--- src/rtl/bpc_pkg.sv ---
// ----------------------------------------------------------------------------
// bpc_pkg
// types and constants for the button press classifier
// ----------------------------------------------------------------------------
package bpc_pkg;

   localparam int unsigned CSR_DATA_W  = 32;
   localparam int unsigned CSR_INDEX_W = 2;

   localparam logic [CSR_INDEX_W-1:0] CSR_DEBOUNCE_MS      = 2'd0;
   localparam logic [CSR_INDEX_W-1:0] CSR_LONG_PRESS_MS    = 2'd1;
   localparam logic [CSR_INDEX_W-1:0] CSR_DOUBLE_WINDOW_MS = 2'd2;
   localparam logic [CSR_INDEX_W-1:0] CSR_ACTIVE_LOW       = 2'd3;

   localparam logic [31:0] DEBOUNCE_MS_RESET      = 32'd50;
   localparam logic [31:0] LONG_PRESS_MS_RESET    = 32'd1000;
   localparam logic [31:0] DOUBLE_WINDOW_MS_RESET = 32'd400;
   localparam logic        ACTIVE_LOW_RESET       = 1'b1;

   localparam logic [1:0] GESTURE_NONE   = 2'd0;
   localparam logic [1:0] GESTURE_SINGLE = 2'd1;
   localparam logic [1:0] GESTURE_DOUBLE = 2'd2;
   localparam logic [1:0] GESTURE_LONG   = 2'd3;

   localparam logic [31:0] NO_RELEASE_MS = 32'hFFFF_FFFF;

   typedef struct packed {
      logic        raw_level;
      logic [31:0] now_ms;
   } req_type;

   typedef struct packed {
      logic        down_event;
      logic        up_event;
      logic [1:0]  gesture;
      logic [31:0] gesture_ms;
      logic        is_down;
      logic [31:0] last_state_ms;
   } rsp_type;

   typedef struct packed {
      logic                   wr_en;
      logic [CSR_INDEX_W-1:0] index;
      logic [CSR_DATA_W-1:0]  wdata;
   } csr_wr_type;

endpackage

--- src/rtl/bpc_core.sv ---
// ----------------------------------------------------------------------------
// bpc_core
// configuration registers, debounce and gesture state, per-beat result logic
// ----------------------------------------------------------------------------
module bpc_core (
   input  logic                clock,
   input  logic                reset,
   input  bpc_pkg::csr_wr_type csr,
   input  logic                step,
   input  bpc_pkg::req_type    req,
   output bpc_pkg::rsp_type    rsp
);
   import bpc_pkg::*;

   logic [31:0] debounce_ff, long_ff, window_ff;
   logic        active_low_ff;

   logic        raw_seen_ff, raw_seen_in;
   logic [31:0] change_time_ff, change_time_in;
   logic        stable_ff, stable_in;
   logic [31:0] entered_ff, entered_in;
   logic [31:0] prev_dur_ff, prev_dur_in;
   logic [31:0] prev_rel_ff, prev_rel_in;
   logic        prev_rel_valid_ff, prev_rel_valid_in;
   logic        handled_ff, handled_in;

   logic        level;
   logic [31:0] since;

   always_ff @(posedge clock) begin
      if (reset) begin
         debounce_ff   <= DEBOUNCE_MS_RESET;
         long_ff       <= LONG_PRESS_MS_RESET;
         window_ff     <= DOUBLE_WINDOW_MS_RESET;
         active_low_ff <= ACTIVE_LOW_RESET;
      end else if (csr.wr_en) begin
         unique case (csr.index)
            CSR_DEBOUNCE_MS:      debounce_ff   <= csr.wdata;
            CSR_LONG_PRESS_MS:    long_ff       <= csr.wdata;
            CSR_DOUBLE_WINDOW_MS: window_ff     <= csr.wdata;
            CSR_ACTIVE_LOW:       active_low_ff <= csr.wdata[0];
            default: ;
         endcase
      end
   end

   always_comb begin
      level             = req.raw_level ^ active_low_ff;
      raw_seen_in       = raw_seen_ff;
      change_time_in    = change_time_ff;
      stable_in         = stable_ff;
      entered_in        = entered_ff;
      prev_dur_in       = prev_dur_ff;
      prev_rel_in       = prev_rel_ff;
      prev_rel_valid_in = prev_rel_valid_ff;
      handled_in        = handled_ff;
      rsp               = '0;

      if (level != raw_seen_ff) begin
         raw_seen_in    = level;
         change_time_in = req.now_ms;
      end

      if ((req.now_ms - change_time_in) > debounce_ff && level != stable_ff) begin
         prev_dur_in = req.now_ms - entered_ff;
         entered_in  = req.now_ms;
         stable_in   = level;
         handled_in  = 1'b0;
         if (level) begin
            // start of the released period that just ended
            prev_rel_in       = entered_ff;
            prev_rel_valid_in = 1'b1;
            rsp.down_event    = 1'b1;
         end else begin
            rsp.up_event = 1'b1;
         end
      end

      since = prev_rel_valid_in ? (req.now_ms - prev_rel_in) : NO_RELEASE_MS;

      if (!handled_in && !stable_in) begin
         if (prev_dur_in >= long_ff) begin
            handled_in     = 1'b1;
            rsp.gesture    = GESTURE_LONG;
            rsp.gesture_ms = prev_dur_in;
         end else if (since < window_ff && prev_dur_in != '0) begin
            handled_in        = 1'b1;
            prev_rel_valid_in = 1'b0;
            rsp.gesture       = GESTURE_DOUBLE;
            rsp.gesture_ms    = since;
         end else if (prev_dur_in != '0) begin
            handled_in     = 1'b1;
            rsp.gesture    = GESTURE_SINGLE;
            rsp.gesture_ms = prev_dur_in;
         end
      end

      rsp.is_down       = stable_in;
      rsp.last_state_ms = prev_dur_in;
   end

   always_ff @(posedge clock) begin
      if (reset) begin
         raw_seen_ff       <= 1'b0;
         change_time_ff    <= '0;
         stable_ff         <= 1'b0;
         entered_ff        <= '0;
         prev_dur_ff       <= '0;
         prev_rel_ff       <= '0;
         prev_rel_valid_ff <= 1'b0;
         handled_ff        <= 1'b1;
      end else if (step) begin
         raw_seen_ff       <= raw_seen_in;
         change_time_ff    <= change_time_in;
         stable_ff         <= stable_in;
         entered_ff        <= entered_in;
         prev_dur_ff       <= prev_dur_in;
         prev_rel_ff       <= prev_rel_in;
         prev_rel_valid_ff <= prev_rel_valid_in;
         handled_ff        <= handled_in;
      end
   end

endmodule

--- src/rtl/button_press_classifier.sv ---
// ----------------------------------------------------------------------------
// button_press_classifier
// debounced push button with press, release and gesture reporting
// ----------------------------------------------------------------------------
// a result is registered in rsp_ff, or in skid_ff past a stalled output
// throughput: one beat per cycle while req_stall is low; the state update closes in that cycle
// a two-entry result buffer takes one beat past a stalled output, then
// req_stall holds until the output takes a beat
// reset: synchronous; restores register defaults and clears button state
// ----------------------------------------------------------------------------
module button_press_classifier (
   input  logic                                  clock,
   input  logic                                  reset,
   input  logic                                  req_valid,
   output logic                                  req_stall,
   input  bpc_pkg::req_type                      req_payload,
   output logic                                  rsp_valid,
   input  logic                                  rsp_stall,
   output bpc_pkg::rsp_type                      rsp_payload,
   input  logic                                  csr_wr_en,
   input  logic [bpc_pkg::CSR_INDEX_W-1:0]       csr_index,
   input  logic [bpc_pkg::CSR_DATA_W-1:0]        csr_wdata
);
   import bpc_pkg::*;

   csr_wr_type csr;
   rsp_type    result;
   rsp_type    rsp_ff, skid_ff;
   logic       rsp_valid_ff, skid_valid_ff;
   logic       accept, take;

   assign csr    = '{wr_en: csr_wr_en, index: csr_index, wdata: csr_wdata};
   assign accept = req_valid && !req_stall;
   assign take   = rsp_valid_ff && !rsp_stall;

   bpc_core u_core (
      .clock (clock),
      .reset (reset),
      .csr   (csr),
      .step  (accept),
      .req   (req_payload),
      .rsp   (result)
   );

   always_ff @(posedge clock) begin
      if (reset) begin
         rsp_valid_ff  <= 1'b0;
         skid_valid_ff <= 1'b0;
      end else if (skid_valid_ff) begin
         if (take) begin
            rsp_ff        <= skid_ff;
            skid_valid_ff <= 1'b0;
         end
      end else if (accept) begin
         if (!rsp_valid_ff || take) begin
            rsp_ff       <= result;
            rsp_valid_ff <= 1'b1;
         end else begin
            skid_ff       <= result;
            skid_valid_ff <= 1'b1;
         end
      end else if (take) begin
         rsp_valid_ff <= 1'b0;
      end
   end

   assign req_stall   = skid_valid_ff;
   assign rsp_valid   = rsp_valid_ff;
   assign rsp_payload = rsp_ff;

endmodule

--- config.mk ---
export PLATFORM = sky130hd
export DESIGN_NAME = button_press_classifier
export DESIGN_NICKNAME = d
export VERILOG_FILES = /design/src/rtl/bpc_pkg.sv /design/src/rtl/bpc_core.sv /design/src/rtl/button_press_classifier.sv
export SDC_FILE = /design/constraint.sdc
export NUM_CORES = 1
export LEC_CHECK = 0
export BUFFER_PORTS_ARGS = -buffer_cell sky130_fd_sc_hd__buf_2
export CAP_MARGIN = 20
export CELL_PAD_IN_SITES_DETAIL_PLACEMENT = 0
export CELL_PAD_IN_SITES_GLOBAL_PLACEMENT = 1
export CORE_MARGIN = 2
export CORE_UTILIZATION = 47
export CTS_BUF_LIST = sky130_fd_sc_hd__clkbuf_4 sky130_fd_sc_hd__clkbuf_8 sky130_fd_sc_hd__clkbuf_16
export CTS_CLUSTER_DIAMETER = 150
export DETAILED_ROUTE_END_ITERATION = 8
export PLACE_DENSITY = 0.79
export SYNTH_ARGS = -nofsm -noshare
export SYNTH_HDL_FRONTEND = slang
export SYNTH_SLANG_ARGS = --single-unit
--- constraint.sdc ---
create_clock -name clock -period 19.91 [get_ports clock]
set_clock_uncertainty 0.15 [all_clocks]
set_input_delay 5.973 -clock clock [delete_from_list [all_inputs] [get_ports clock]]
set_output_delay 5.973 -clock clock [all_outputs]
set_load 0.1 [all_outputs]
# Word-level counts from Yosys, hierarchy flattened
# Index checks and enable logic that the tools add are counted.
[word_totals] ff_bits=369 romBits=0 mem_bits_rw=0 memories=0 output_inout_bits=71 latchBits=0 input_bits=72 word_cells=102
[classes] n_eq_ne=7 n_mux=34 mul=0 bitwise_logic=4 div_mod_pow=0 shifts=0 magnitude_cmp=3 addsub=3 n_reduce_logical=25
[op_table] op="$mux W69" n=4
[op_table] op="$mux W32" n=5
[op_table] op="$mux W34" n=3
[op_table] op="$sub A32 B32 Y32" n=3
[op_table] op="$mux W33" n=1
[op_table] op="$ge A32 B32 Y1" n=1
[op_table] op="$gt A32 B32 Y1" n=1
[op_table] op="$lt A32 B32 Y1" n=1
[op_table] op="$reduce_bool A32 Y1" n=1
[op_table] op="$mux W1" n=20
[op_table] op="$reduce_and A2 Y1" n=6
[op_table] op="$reduce_and A4 Y1" n=2
[op_table] op="$reduce_bool A2 Y1" n=3
[op_table] op="$logic_and A1 B1 Y1" n=5
[op_table] op="$logic_not A1 Y1" n=5
[op_table] op="$eq A2 B2 Y1 const B" n=2
[op_table] op="$ne A2 B1 Y1 const B" n=2
[op_table] op="$not A1 Y1" n=3
[op_table] op="$reduce_and A3 Y1" n=1
[op_table] op="$eq A2 B1 Y1 const B" n=1
[op_table] op="$logic_not A2 Y1" n=1
[op_table] op="$mux W2" n=1
[op_table] op="$ne A1 B1 Y1" n=2
[op_table] op="$logic_or A1 B1 Y1" n=1
[op_table] op="$xor A1 B1 Y1" n=1

# Depth between registers and ports, before layout
# Gate-level depths: netlist (run 1).
[depth] word_depth=17 depth_mapped=53 depth_no_buf=50

# Modules after synthesis
# A second synthesis (run 1) with hierarchy kept.
[hier_totals] cells_unflattened=2546 hier_area_um2=22475.3
[by_module_without_submodules] module="bpc_core" area_per_inst_um2=17357.9 n_inst=1 cells_each=2318
[by_module_without_submodules] module="button_press_classifier" area_per_inst_um2=5117.4 n_inst=1 cells_each=228

# Worst setup path after synthesis (run 1)
# Ideal clock, no wire load.
[synth_path] path_kind="input -> register" startpoint="input req_payload[32] in the netlist's numbering" endpoint="register rsp_ff (netlist bit rsp_payload[63]), data pin" arrival_ns=16.712 setup_time_ns=0.260 path_stages=47 path_buffers=4 slack_ns=2.788 cell_sequence="xor3_1 buf_1 clkbuf_1 mux2i_1 ha_1 a21o_1 a221oi_1 o22ai_1 nor3_1 a21oi_1 a311oi_1 o31ai_1 or4_1 a31o_2 a21oi_1 xnor2_1 ha_1 nand4_1 [11 not listed] o21a_1 o21a_1 o211a_1 o21ai_0 nor2_1 a311oi_1 ha_1 nand2_1 nor3_1 a2111oi_0 o21ai_0 o221ai_1 o211ai_1 nor3_1 or4b_2 o211ai_1 nor3_1 mux2_2"
[synth_rtl] element="from (decl)" line="button_press_classifier.sv:16" source="input bpc_pkg::req_type req_payload,"
[synth_rtl] element="to (signal assigned)" line="button_press_classifier.sv:51" source="rsp_ff <= skid_ff;"
[synth_rtl] element="to (signal assigned)" line="button_press_classifier.sv:56" source="rsp_ff <= result;"
[synth_rtl] element="to (decl)" line="button_press_classifier.sv:28" source="rsp_type rsp_ff, skid_ff;"

# Worst setup path in the final report (run 1)
[layout_path] startpoint="input req_payload[32] in the netlist's numbering" endpoint="register rsp_ff (netlist bit rsp_payload[59]), data pin"
[layout_between] elab_chain_cells=17 elab_cells_between_ends=30
[layout_rtl] element="$xor A1 B1 Y1 *" line="bpc_core.sv:48" source="level = req.raw_level ^ active_low_ff;"
[layout_rtl] element="$ne A1 B1 Y1" line="bpc_core.sv:59" source="if (level != raw_seen_ff) begin"
[layout_rtl] element="$mux W32" line="bpc_core.sv:59"
[layout_rtl] element="$sub A32 B32 Y32" line="bpc_core.sv:64" source="if ((req.now_ms - change_time_in) > debounce_ff && level != stable_ff) begin"
[layout_rtl] element="$gt A32 B32 Y1" line="bpc_core.sv:64"
[layout_rtl] element="$logic_and A1 B1 Y1" line="bpc_core.sv:64"
[layout_rtl] element="$mux W32 *" line="bpc_core.sv:64"
[layout_rtl] element="named net u_core.prev_rel_in[0]" line="bpc_core.sv:23" source="logic [31:0] prev_rel_ff, prev_rel_in;"
[layout_rtl] element="[2 not listed]"
[layout_rtl] element="$lt A32 B32 Y1" line="bpc_core.sv:86" source="end else if (since < window_ff && prev_dur_in != '0) begin"
[layout_rtl] element="$logic_and A1 B1 Y1" line="bpc_core.sv:86"
[layout_rtl] element="$mux W34 *" line="bpc_core.sv:86"
[layout_rtl] element="$mux W34 *" line="bpc_core.sv:82" source="if (prev_dur_in >= long_ff) begin"
[layout_rtl] element="$mux W34 *" line="bpc_core.sv:81" source="if (!handled_in && !stable_in) begin"
[layout_rtl] element="$mux W69 *" line="button_press_classifier.sv:55" source="if (!rsp_valid_ff || take) begin"
[layout_rtl] element="$mux W69 *" line="button_press_classifier.sv:54" source="end else if (accept) begin"
[layout_rtl] element="$mux W69 *" line="button_press_classifier.sv:49" source="end else if (skid_valid_ff) begin"
# The timed path passes the listed nets; every way through them passes the cells marked *. The select of a mux whose other input is x is not followed.
# A chain may end at the register's enable or synchronous reset.

==> report_table.html, run 1 <==
<table>
<tr><th>Metric</th><th>Value</th></tr>
<tr><th colspan="2">Run status</th></tr>
<tr><td>Run status</td><td>finished, final reports clean</td></tr>
<tr><th colspan="2">Placed design</th></tr>
<tr><td>Number of buffers added on ports</td><td>142</td></tr>
<tr><td>Final HPWL from detailed placement</td><td>48600 um</td></tr>
<tr><td>Inst Count DP</td><td>3158</td></tr>
<tr><td>Worst slack at placement</td><td>0.900 ns</td></tr>
<tr><td>Final Wtd Congestion</td><td>0.905</td></tr>
<tr><td>Cell area reported after detailed placement</td><td>23300 um^2</td></tr>
<tr><th colspan="2">STA</th></tr>
<tr><td>Transition time of the tightest slew-check pin</td><td>1.06 ns</td></tr>
<tr><td>Fmax</td><td>0.0544 GHz</td></tr>
<tr><td>Minimum hold slack</td><td>0.305 ns</td></tr>
<tr><td>Final hold vios</td><td>0</td></tr>
<tr><td>Worst setup slack after layout</td><td>1.52 ns</td></tr>
<tr><td>Share of the cycle needed by the critical path after routing</td><td>92.4%</td></tr>
<tr><td>Final setup violation count</td><td>0</td></tr>
<tr><td>RSZ-0062 raised after global routing</td><td>false</td></tr>
<tr><td>Final slew viol count</td><td>0</td></tr>
<tr><td>Final sum of negative setup slack</td><td>0 ns</td></tr>
<tr><td>Minimum period implied by the final worst setup slack</td><td>18.39 ns</td></tr>
<tr><td>Slew HR</td><td>28.6%</td></tr>
<tr><th colspan="2">Die</th></tr>
<tr><td>Top-Level Pins</td><td>143</td></tr>
<tr><td>Die area</td><td>48500 um^2</td></tr>
<tr><td>Standard cell core area</td><td>46400 um^2</td></tr>
<tr><td>FP Rows</td><td>79</td></tr>
<tr><td>Die width</td><td>220 um</td></tr>
<tr><td>Chip Height</td><td>220 um</td></tr>
<tr><td>Starting density of the core</td><td>47.4%</td></tr>
<tr><th colspan="2">Critical path</th></tr>
<tr><td>Crit path arrival time</td><td>18.65 ns</td></tr>
<tr><td>RR Startpoint</td><td>u_core.raw_seen_ff$_SDFFE_PP0P_</td></tr>
<tr><td>CP Launch Type</td><td>primary input</td></tr>
<tr><td>Worst-path cell with the longest stage delay</td><td>xor3_2</td></tr>
<tr><td>Critical path type</td><td>primary input to flop</td></tr>
<tr><td>Endpoint of the worst-slack reg-to-reg timing path</td><td>rsp_payload[59]$_DFFE_PP_</td></tr>
<tr><td>Element type at the critical path end</td><td>flop</td></tr>
<tr><td>Maximum cell stage delay along the critical path</td><td>0.84 ns</td></tr>
<tr><td>Worst R2R Path Depth</td><td>45</td></tr>
<tr><td>Required @ worst endpoint</td><td>20.17 ns</td></tr>
<tr><td>Reg-to-reg setup timing slack</td><td>6.56 ns</td></tr>
<tr><td>Highest fanout seen on the critical path</td><td>31</td></tr>
<tr><th colspan="2">Final layout</th></tr>
<tr><td>Syn-to-layout area delta</td><td>12.2%</td></tr>
<tr><td>Final Util</td><td>53.2%</td></tr>
<tr><td>Area of combinational cells with multiple inputs</td><td>12200 um^2</td></tr>
<tr><td>Final instance area</td><td>24700 um^2</td></tr>
<tr><td>Commonest non-fill, non-tap cell in the layout</td><td>nand2_1</td></tr>
<tr><td>Commonest cells after routing, fill and taps aside</td><td>433 x nand2_1, 254 x a21oi_1, 231 x dfxtp_1, 183 x ha_1, 178 x inv_1</td></tr>
<tr><td>Fill cells</td><td>4214</td></tr>
<tr><td>Final net count</td><td>2853</td></tr>
<tr><td>Post-route non-filler standard cell count</td><td>3237</td></tr>
<tr><td>Fraction of final layout cells sized beyond drive strength 1</td><td>13.5%</td></tr>
<tr><td>Area taken by flip-flops and latches</td><td>8770 um^2</td></tr>
<tr><th colspan="2">Synth</th></tr>
<tr><td>Most instantiated flip-flop cell in the synthesis netlist</td><td>dfxtp_1</td></tr>
<tr><td>Share of the synthesized area in the top cell type</td><td>21.0%</td></tr>
<tr><td>Count of flip-flops with a built-in enable after synthesis</td><td>138</td></tr>
<tr><td>Synthesized netlist net count</td><td>2755</td></tr>
<tr><td>Number of synthesized register bits</td><td>369</td></tr>
<tr><td>Largest family of logic cells by synthesized area</td><td>compound AO/OA/AOI/OAI gates</td></tr>
<tr><td>Share of flip-flops with an asynchronous set or reset</td><td>0%</td></tr>
<tr><td>Xor-xnor portion of the synthesized cell area</td><td>3.28%</td></tr>
<tr><td>Largest cells by area after synthesis</td><td>dfxtp_1 21%, edfxtp_1 19%, ha_1 10%</td></tr>
<tr><td>Number of unique standard cell types used by synthesis</td><td>74</td></tr>
<tr><td>Sequential element share of the synthesized area</td><td>39.9%</td></tr>
<tr><td>Synthesized area per cell</td><td>8.80 um^2</td></tr>
<tr><td>Cell count after synthesis</td><td>2498</td></tr>
<tr><td>Simple-gate share of the synthesized area</td><td>16.1%</td></tr>
<tr><td>Portion of netlist area occupied by mux cells</td><td>7.15%</td></tr>
<tr><td>Biggest area consumer among synthesized cells</td><td>dfxtp_1</td></tr>
<tr><td>Synth Area in Compound Gates</td><td>17.9%</td></tr>
<tr><td>Yosys warning total</td><td>0</td></tr>
<tr><td>Share of synthesized cell area in full adder, half adder and majority cells</td><td>10.6%</td></tr>
<tr><td>Mapped Area</td><td>22000 um^2</td></tr>
<tr><th colspan="2">Route</th></tr>
<tr><td>Residual DRC</td><td>0</td></tr>
<tr><td>Vias after detailed routing</td><td>18300</td></tr>
<tr><td>Post-DRT Antenna Nets</td><td>0</td></tr>
<tr><td>Detailed-route vias per instance</td><td>5.66</td></tr>
<tr><td>Total Wirelength</td><td>64000 um</td></tr>
<tr><td>Wire length per cell after detailed routing</td><td>19.8 um</td></tr>
<tr><td>Starting DRC count in detailed routing</td><td>1212</td></tr>
<tr><td>Count of TritonRoute iterations in the first routing pass</td><td>6</td></tr>
<tr><th colspan="2">Clocking</th></tr>
<tr><td>Clock root buffer</td><td>clkbuf_16</td></tr>
<tr><td>Post-CTS Setup Inserts</td><td>0</td></tr>
<tr><td>Clock-pin slew reported for the worst setup and hold paths after clock tree synthesis</td><td>0.06 ns</td></tr>
<tr><td>Resized cells post-CTS</td><td>0</td></tr>
<tr><td>Clock Tree Buf Depth</td><td>3</td></tr>
<tr><td>Number of buffers created by CTS</td><td>43</td></tr>
<tr><td>H-tree depth</td><td>2</td></tr>
<tr><td>Number of clock sinks seen by CTS</td><td>369</td></tr>
<tr><td>Quantity of hold-fixing buffers added after cts</td><td>0</td></tr>
<tr><td>Clk Latency, worst-skew pair</td><td>0.58 ns</td></tr>
<tr><td>TritonCTS clock tree</td><td>built</td></tr>
<tr><th colspan="2">Hold path</th></tr>
<tr><td>Worst min-delay path endpoint</td><td>u_core.window_ff[14]$_SDFFE_PP0P_</td></tr>
<tr><td>Hold/Removal Path Class</td><td>flop to flop</td></tr>
<tr><td>Hold Path Stages</td><td>2</td></tr>
<tr><td>Critical hold path startpoint</td><td>u_core.window_ff[14]$_SDFFE_PP0P_</td></tr>
<tr><th colspan="2">Global routing</th></tr>
<tr><td>Antenna violations before repair</td><td>2</td></tr>
<tr><td>Via count of the first global-routing pass</td><td>17000</td></tr>
<tr><td>Maximum number of pins on one net before global-route repair</td><td>82</td></tr>
<tr><td>Overall global routing resource usage</td><td>26.2%</td></tr>
<tr><td>GRT Residual Overflow</td><td>0</td></tr>
<tr><td>First-pass GRT wire length</td><td>98200 um</td></tr>
<tr><th colspan="2">Power</th></tr>
<tr><td>Leakage Power</td><td>9.58 nW</td></tr>
<tr><td>Worst IR Drop VDD</td><td>79.8 uV</td></tr>
<tr><td>Power per Cell Area</td><td>114 nW/um^2</td></tr>
<tr><td>Total power after layout</td><td>2.81 mW</td></tr>
<tr><th colspan="2">Run</th></tr>
<tr><td>Count of max-cap constraint violations</td><td>0</td></tr>
</table>
[final cells by class]
| cell class | instances | area share [%] |
|---|---|---|
| antenna | 2 | 0.0203 |
| inverter | 179 | 2.73 |
| multi-input combinational | 1837 | 49.3 |
| timing repair buffer | 166 | 3.64 |
| sequential | 369 | 35.6 |
| clock inverter | 23 | 0.878 |
| tap | 607 | 3.08 |
| clock buffer | 54 | 4.78 |
[state kept, by name (all words and copies together), names as in the netlist]
register	cells
req_stall	1
u_core.entered_ff	32
u_core.raw_seen_ff	1
u_core.debounce_ff	32
u_core.handled_ff	1
u_core.active_low_ff	1
u_core.change_time_ff	32
rsp_valid	1
skid_ff	69
u_core.prev_rel_valid_ff	1
u_core.long_ff	32
u_core.window_ff	32
u_core.stable_ff	1
rsp_payload	69
u_core.prev_rel_ff	32
u_core.prev_dur_ff	32
[worst max path at each step]
stage	from	end	slack, ns	cells after the start
after floorplan	req_payload[32]	rsp_payload[63]$_DFFE_PP_	2.79	47
after CTS	req_payload[32]	rsp_payload[59]$_DFFE_PP_	1.44	46
final	req_payload[32]	rsp_payload[59]$_DFFE_PP_	1.52	46
after global routing	req_payload[32]	rsp_payload[33]$_DFFE_PP_	0.23	48
after detailed placement	req_payload[32]	rsp_payload[59]$_DFFE_PP_	0.90	46
after global placement	req_payload[32]	rsp_payload[59]$_DFFE_PP_	1.14	46
[routing by layer]
layer / wire [um] / part of all wire [%] / GRT usage (%)
met1: 30400 / 47 / 37.6
met2: 28100 / 44 / 40.3
met3: 3530 / 5.5 / 3.85
met4: 2000 / 3.1 / 8.95
met5: 0 / 0 / 0
[logic make-up (layout without fill, tap and decap cells)]
logic type               after synthesis  count (layout)
AND/OR/NAND/NOR                      802             802
multiplexers                         146             146
XOR/XNOR                              79              79
buffers and inverters                292             422
AO/OA/AOI/OAI                        625             625
flip-flops                           369             369
adder cells (fa/ha/maj)              185             185
other                                  0               2
[critical path, delay by kind of cell]
| kind | cells | cell delay [ns] |
|---|---|---|
| simple gates | 9 | 2.38 |
| mux | 2 | 0.64 |
| fa+ha+maj | 5 | 1.37 |
| compound gates | 25 | 6.75 |
| xor+xnor | 2 | 0.93 |
| buf+inv | 3 | 0.55 |
[where the power goes]
group | total, mW | switching, mW | internal [mW]
registers | 0.894 | 0.0292 | 0.865
clock network | 0.786 | 0.327 | 0.459
logic | 1.13 | 0.733 | 0.396
total | 2.81 | 1.09 | 1.72
[Yosys cell counts, drive strengths merged, types with 4 or more instances]
master and number:
nand2b 27, and3 13, a31oi 10, xor2 25, o31ai 32, xnor2 52
a21oi 256, dfxtp 231, or4 12, o21bai 16, a311oi 4, and2 11
o21ai 81, mux2 88, o221ai 4, a211o 6, clkbuf 101, nand4b 4
mux2i 58, o31a 6, and4 5, o211a 4, nand4 28, nor4 7
a211oi 76, o211ai 21, inv 179, o22ai 5, ha 183, or2 6
a221oi 6, or3 14, nand3 23, nor2 159, nor3 30, nor2b 22
edfxtp 138, a221o 4, buf 12, nand2 434, o21a 19, a21o 46
Power figures use the tool's default switching activity.
==> run 2: changes to the inputs <==
Settings changed: CORE_UTILIZATION 47 to 43, PLACE_DENSITY 0.79 to 0.76.
Clock period 19.91 ns to 15.8 ns, I/O delays scaled along.
==> report_table.html, run 2 (synthesis results as in run 1) <==
<table>
<tr><th>Metric</th><th>Value</th></tr>
<tr><th colspan="2">Run status</th></tr>
<tr><td>Run status</td><td>finished, final reports clean (unchanged)</td></tr>
<tr><th colspan="2">Route</th></tr>
<tr><td>Vias after detailed routing</td><td>18600 (was 18300)</td></tr>
<tr><td>Starting DRC count in detailed routing</td><td>1366 (was 1212)</td></tr>
<tr><td>Post-DRT Antenna Nets</td><td>0 (unchanged)</td></tr>
<tr><td>Residual DRC</td><td>0 (unchanged)</td></tr>
<tr><td>Total Wirelength</td><td>65800 um (was 64000 um)</td></tr>
<tr><td>Count of TritonRoute iterations in the first routing pass</td><td>5 (was 6)</td></tr>
<tr><td>Detailed-route vias per instance</td><td>5.49 (was 5.66)</td></tr>
<tr><td>Wire length per cell after detailed routing</td><td>19.4 um (was 19.8 um)</td></tr>
<tr><th colspan="2">Hold path</th></tr>
<tr><td>Hold/Removal Path Class</td><td>flop to flop (unchanged)</td></tr>
<tr><th colspan="2">Global routing</th></tr>
<tr><td>GRT Residual Overflow</td><td>0 (unchanged)</td></tr>
<tr><td>Via count of the first global-routing pass</td><td>17600 (was 17000)</td></tr>
<tr><td>Maximum number of pins on one net before global-route repair</td><td>92 (was 82)</td></tr>
<tr><td>First-pass GRT wire length</td><td>101000 um (was 98200 um)</td></tr>
<tr><td>Antenna violations before repair</td><td>2 (unchanged)</td></tr>
<tr><td>Overall global routing resource usage</td><td>24.4% (was 26.2%)</td></tr>
<tr><th colspan="2">Final layout</th></tr>
<tr><td>Commonest non-fill, non-tap cell in the layout</td><td>nand2_1 (unchanged)</td></tr>
<tr><td>Fraction of final layout cells sized beyond drive strength 1</td><td>16.7% (was 13.5%)</td></tr>
<tr><td>Final Util</td><td>51.0% (was 53.2%)</td></tr>
<tr><td>Commonest cells after routing, fill and taps aside</td><td>433 x nand2_1, 254 x a21oi_1, 231 x dfxtp_1, 183 x ha_1, 178 x inv_1 (unchanged)</td></tr>
<tr><td>Post-route non-filler standard cell count</td><td>3388 (was 3237)</td></tr>
<tr><td>Syn-to-layout area delta</td><td>16.6% (was 12.2%)</td></tr>
<tr><td>Ant. Diodes</td><td>0 (was 2)</td></tr>
<tr><td>Final net count</td><td>2942 (was 2853)</td></tr>
<tr><th colspan="2">Clocking</th></tr>
<tr><td>TritonCTS clock tree</td><td>built (unchanged)</td></tr>
<tr><td>Clock-pin slew reported for the worst setup and hold paths after clock tree synthesis</td><td>0.06 ns (about the same)</td></tr>
<tr><td>Post-CTS Setup Inserts</td><td>0 (unchanged)</td></tr>
<tr><td>Number of buffers created by CTS</td><td>42 (was 43)</td></tr>
<tr><td>H-tree depth</td><td>2 (unchanged)</td></tr>
<tr><td>Number of clock sinks seen by CTS</td><td>369 (unchanged)</td></tr>
<tr><td>Quantity of hold-fixing buffers added after cts</td><td>0 (unchanged)</td></tr>
<tr><td>Clock Tree Buf Depth</td><td>3 (unchanged)</td></tr>
<tr><td>Clk Latency, worst-skew pair</td><td>0.58 ns (about the same)</td></tr>
<tr><td>Clock root buffer</td><td>clkbuf_16 (unchanged)</td></tr>
<tr><th colspan="2">Power</th></tr>
<tr><td>Sequential group share of total power</td><td>30.5% (was 31.8%)</td></tr>
<tr><td>Internal power</td><td>2.30 mW (was 1.72 mW)</td></tr>
<tr><td>Switching Share</td><td>37.9% (was 38.8%)</td></tr>
<tr><td>Power per Cell Area</td><td>144 nW/um^2 (was 114 nW/um^2)</td></tr>
<tr><td>Portion of total power attributed to combinational logic</td><td>40.9% (was 40.2%)</td></tr>
<tr><td>Clock group share of total power</td><td>28.5% (was 28.0%)</td></tr>
<tr><td>Reported net switching power</td><td>1.40 mW (was 1.09 mW)</td></tr>
<tr><td>Worst IR Drop VDD</td><td>76.6 uV (was 79.8 uV)</td></tr>
<tr><td>Leakage Power</td><td>10.1 nW (was 9.58 nW)</td></tr>
<tr><th colspan="2">Critical path</th></tr>
<tr><td>Depth of the critical timing path with buffers and inverters included</td><td>55 (was 46)</td></tr>
<tr><td>Cell class contributing the biggest share of worst-path delay</td><td>compound AO/OA/AOI/OAI gates (unchanged)</td></tr>
<tr><td>Endpoint of the worst-slack reg-to-reg timing path</td><td>rsp_payload[63]$_DFFE_PP_ (was rsp_payload[59]$_DFFE_PP_)</td></tr>
<tr><td>CP Launch Type</td><td>primary input (unchanged)</td></tr>
<tr><td>RR Startpoint</td><td>u_core.active_low_ff$_SDFFE_PP1P_ (was u_core.raw_seen_ff$_SDFFE_PP0P_)</td></tr>
<tr><td>Worst-path cell with the longest stage delay</td><td>or4b_2 (was xor3_2)</td></tr>
<tr><td>Highest fanout seen on the critical path</td><td>5 (was 31)</td></tr>
<tr><td>Crit path arrival time</td><td>15.33 ns (was 18.65 ns)</td></tr>
<tr><td>Most Frequent Cell on Critical Path</td><td>buf_4</td></tr>
<tr><td>Critical path type</td><td>primary input to flop (unchanged)</td></tr>
<tr><td>Startpoint of the most critical setup path</td><td>req_payload[32] (unchanged)</td></tr>
<tr><td>Worst Path Buf+Inv</td><td>11 (was 3)</td></tr>
<tr><td>Element type at the critical path end</td><td>flop (unchanged)</td></tr>
<tr><td>Capturing instance or port of the critical path</td><td>rsp_payload[63]$_DFFE_PP_ (was rsp_payload[59]$_DFFE_PP_)</td></tr>
<tr><td>Required @ worst endpoint</td><td>15.98 ns (was 20.17 ns)</td></tr>
<tr><td>Reg-to-reg setup timing slack</td><td>4.40 ns (was 6.56 ns)</td></tr>
<tr><td>Worst R2R Path Depth</td><td>54 (was 45)</td></tr>
<tr><td>Maximum cell stage delay along the critical path</td><td>0.57 ns (was 0.84 ns)</td></tr>
<tr><th colspan="2">Run</th></tr>
<tr><td>Count of max-cap constraint violations</td><td>0 (unchanged)</td></tr>
<tr><th colspan="2">Die</th></tr>
<tr><td>Standard cell core area</td><td>50300 um^2 (was 46400 um^2)</td></tr>
<tr><td>Die width</td><td>230 um (was 220 um)</td></tr>
<tr><td>Top-Level Pins</td><td>143 (unchanged)</td></tr>
<tr><td>Chip Height</td><td>230 um (was 220 um)</td></tr>
<tr><td>FP Rows</td><td>82 (was 79)</td></tr>
<tr><td>Starting density of the core</td><td>43.7% (was 47.4%)</td></tr>
<tr><td>Die area</td><td>52900 um^2 (was 48500 um^2)</td></tr>
<tr><th colspan="2">Placed design</th></tr>
<tr><td>Final Wtd Congestion</td><td>0.892 (was 0.905)</td></tr>
<tr><td>Inst Count DP</td><td>3313 (was 3158)</td></tr>
<tr><td>Final HPWL from detailed placement</td><td>50000 um (was 48600 um)</td></tr>
<tr><td>Number of buffers added on ports</td><td>142 (unchanged)</td></tr>
<tr><th colspan="2">STA</th></tr>
<tr><td>Minimum hold slack</td><td>0.305 ns (about the same)</td></tr>
<tr><td>Final slew viol count</td><td>0 (unchanged)</td></tr>
<tr><td>Final sum of negative setup slack</td><td>0 ns (unchanged)</td></tr>
<tr><td>Slew HR</td><td>34.1% (was 28.6%)</td></tr>
<tr><td>Share of the cycle needed by the critical path after routing</td><td>95.9%</td></tr>
<tr><td>Final setup violation count</td><td>0 (unchanged)</td></tr>
<tr><td>Final hold vios</td><td>0 (unchanged)</td></tr>
<tr><td>Minimum period implied by the final worst setup slack</td><td>15.15 ns</td></tr>
<tr><td>Transition time of the tightest slew-check pin</td><td>0.989 ns (was 1.06 ns)</td></tr>
<tr><td>Fmax</td><td>0.0660 GHz</td></tr>
</table>
## run 2: how the worst min path moves through the flow
stage	startpoint	end	slack, ns	cells after the start
6_report	u_core.long_ff[13]$_SDFFE_PP0P_	u_core.long_ff[13]$_SDFFE_PP0P_	0.30	2
5_1_grt	u_core.long_ff[18]$_SDFFE_PP0P_	u_core.long_ff[18]$_SDFFE_PP0P_	0.32	2
4_1_cts	u_core.window_ff[31]$_SDFFE_PP0P_	u_core.window_ff[31]$_SDFFE_PP0P_	0.31	2
3_5_place_dp	u_core.prev_dur_ff[21]$_SDFFE_PP0P_	u_core.prev_dur_ff[21]$_SDFFE_PP0P_	0.30	2
3_3_place_gp	u_core.prev_dur_ff[30]$_SDFFE_PP0P_	u_core.prev_dur_ff[30]$_SDFFE_PP0P_	0.29	2
2_1_floorplan	u_core.prev_dur_ff[21]$_SDFFE_PP0P_	u_core.prev_dur_ff[21]$_SDFFE_PP0P_	0.28	2
## run 2: area by class of cell
class	count	area (um^2)
Sequential cell	369	8770
Clock buffer	48	1130
Multi-Input combinational cell	1837	12200
Fill cell	4710	24700
Timing Repair Buffer	256	1610
Tap cell	672	841
Inverter	179	672
Clock inverter	27	364
## run 2: through the flow
step / setup WS, ns / cell area [um^2] / power [mW]
final: 0.654 / 25600 / 3.70
after CTS: 0.186 / 25500 / 3.70
after floorplan: 0.115 / 22000 / 2.17
after global routing: -0.0399 / 25600 / 3.90
after detailed placement: -0.386 / 24100 / 2.64
after global placement: -0.290 / 24100 / 2.61
## run 2: power by group through the flow
stage	Combinational [mW]	Sequential, mW	Clock [mW]
4_1_cts	1.50	1.13	1.08
3_5_place_dp	1.49	1.15	0
6_report	1.51	1.13	1.06
5_1_grt	1.65	1.14	1.11
3_3_place_gp	1.47	1.15	0
2_1_floorplan	0.895	1.28	0
## run 2: repair_timing
action | 4_1_cts | 5_1_grt
hold endpoints to repair | 0 | 0
gates resized for setup | 0 | 17
endpoints found under the setup margin | 0 | 67
## run 2: worst register-to-register path, delay by kind of cell (launching register included)
| family | cells | cell delay (ns) |
|---|---|---|
| AO/OA/AOI/OAI | 21 | 3.59 |
| XOR/XNOR | 3 | 0.64 |
| adder cells (fa/ha/maj) | 4 | 1.18 |
| buffers and inverters | 10 | 1.53 |
| flip-flops | 1 | 0.44 |
| multiplexers | 3 | 0.75 |
| AND/OR/NAND/NOR | 13 | 2.86 |
## run 2: per-layer routing
metal	vias to the layer above	GRT usage [%]	wire, um
li1	9214	-	-
met1	8772	34.1	30800
met2	491	37.8	29000
met3	107	4.09	3660
met4	4	8.65	2220
met5	-	0	25
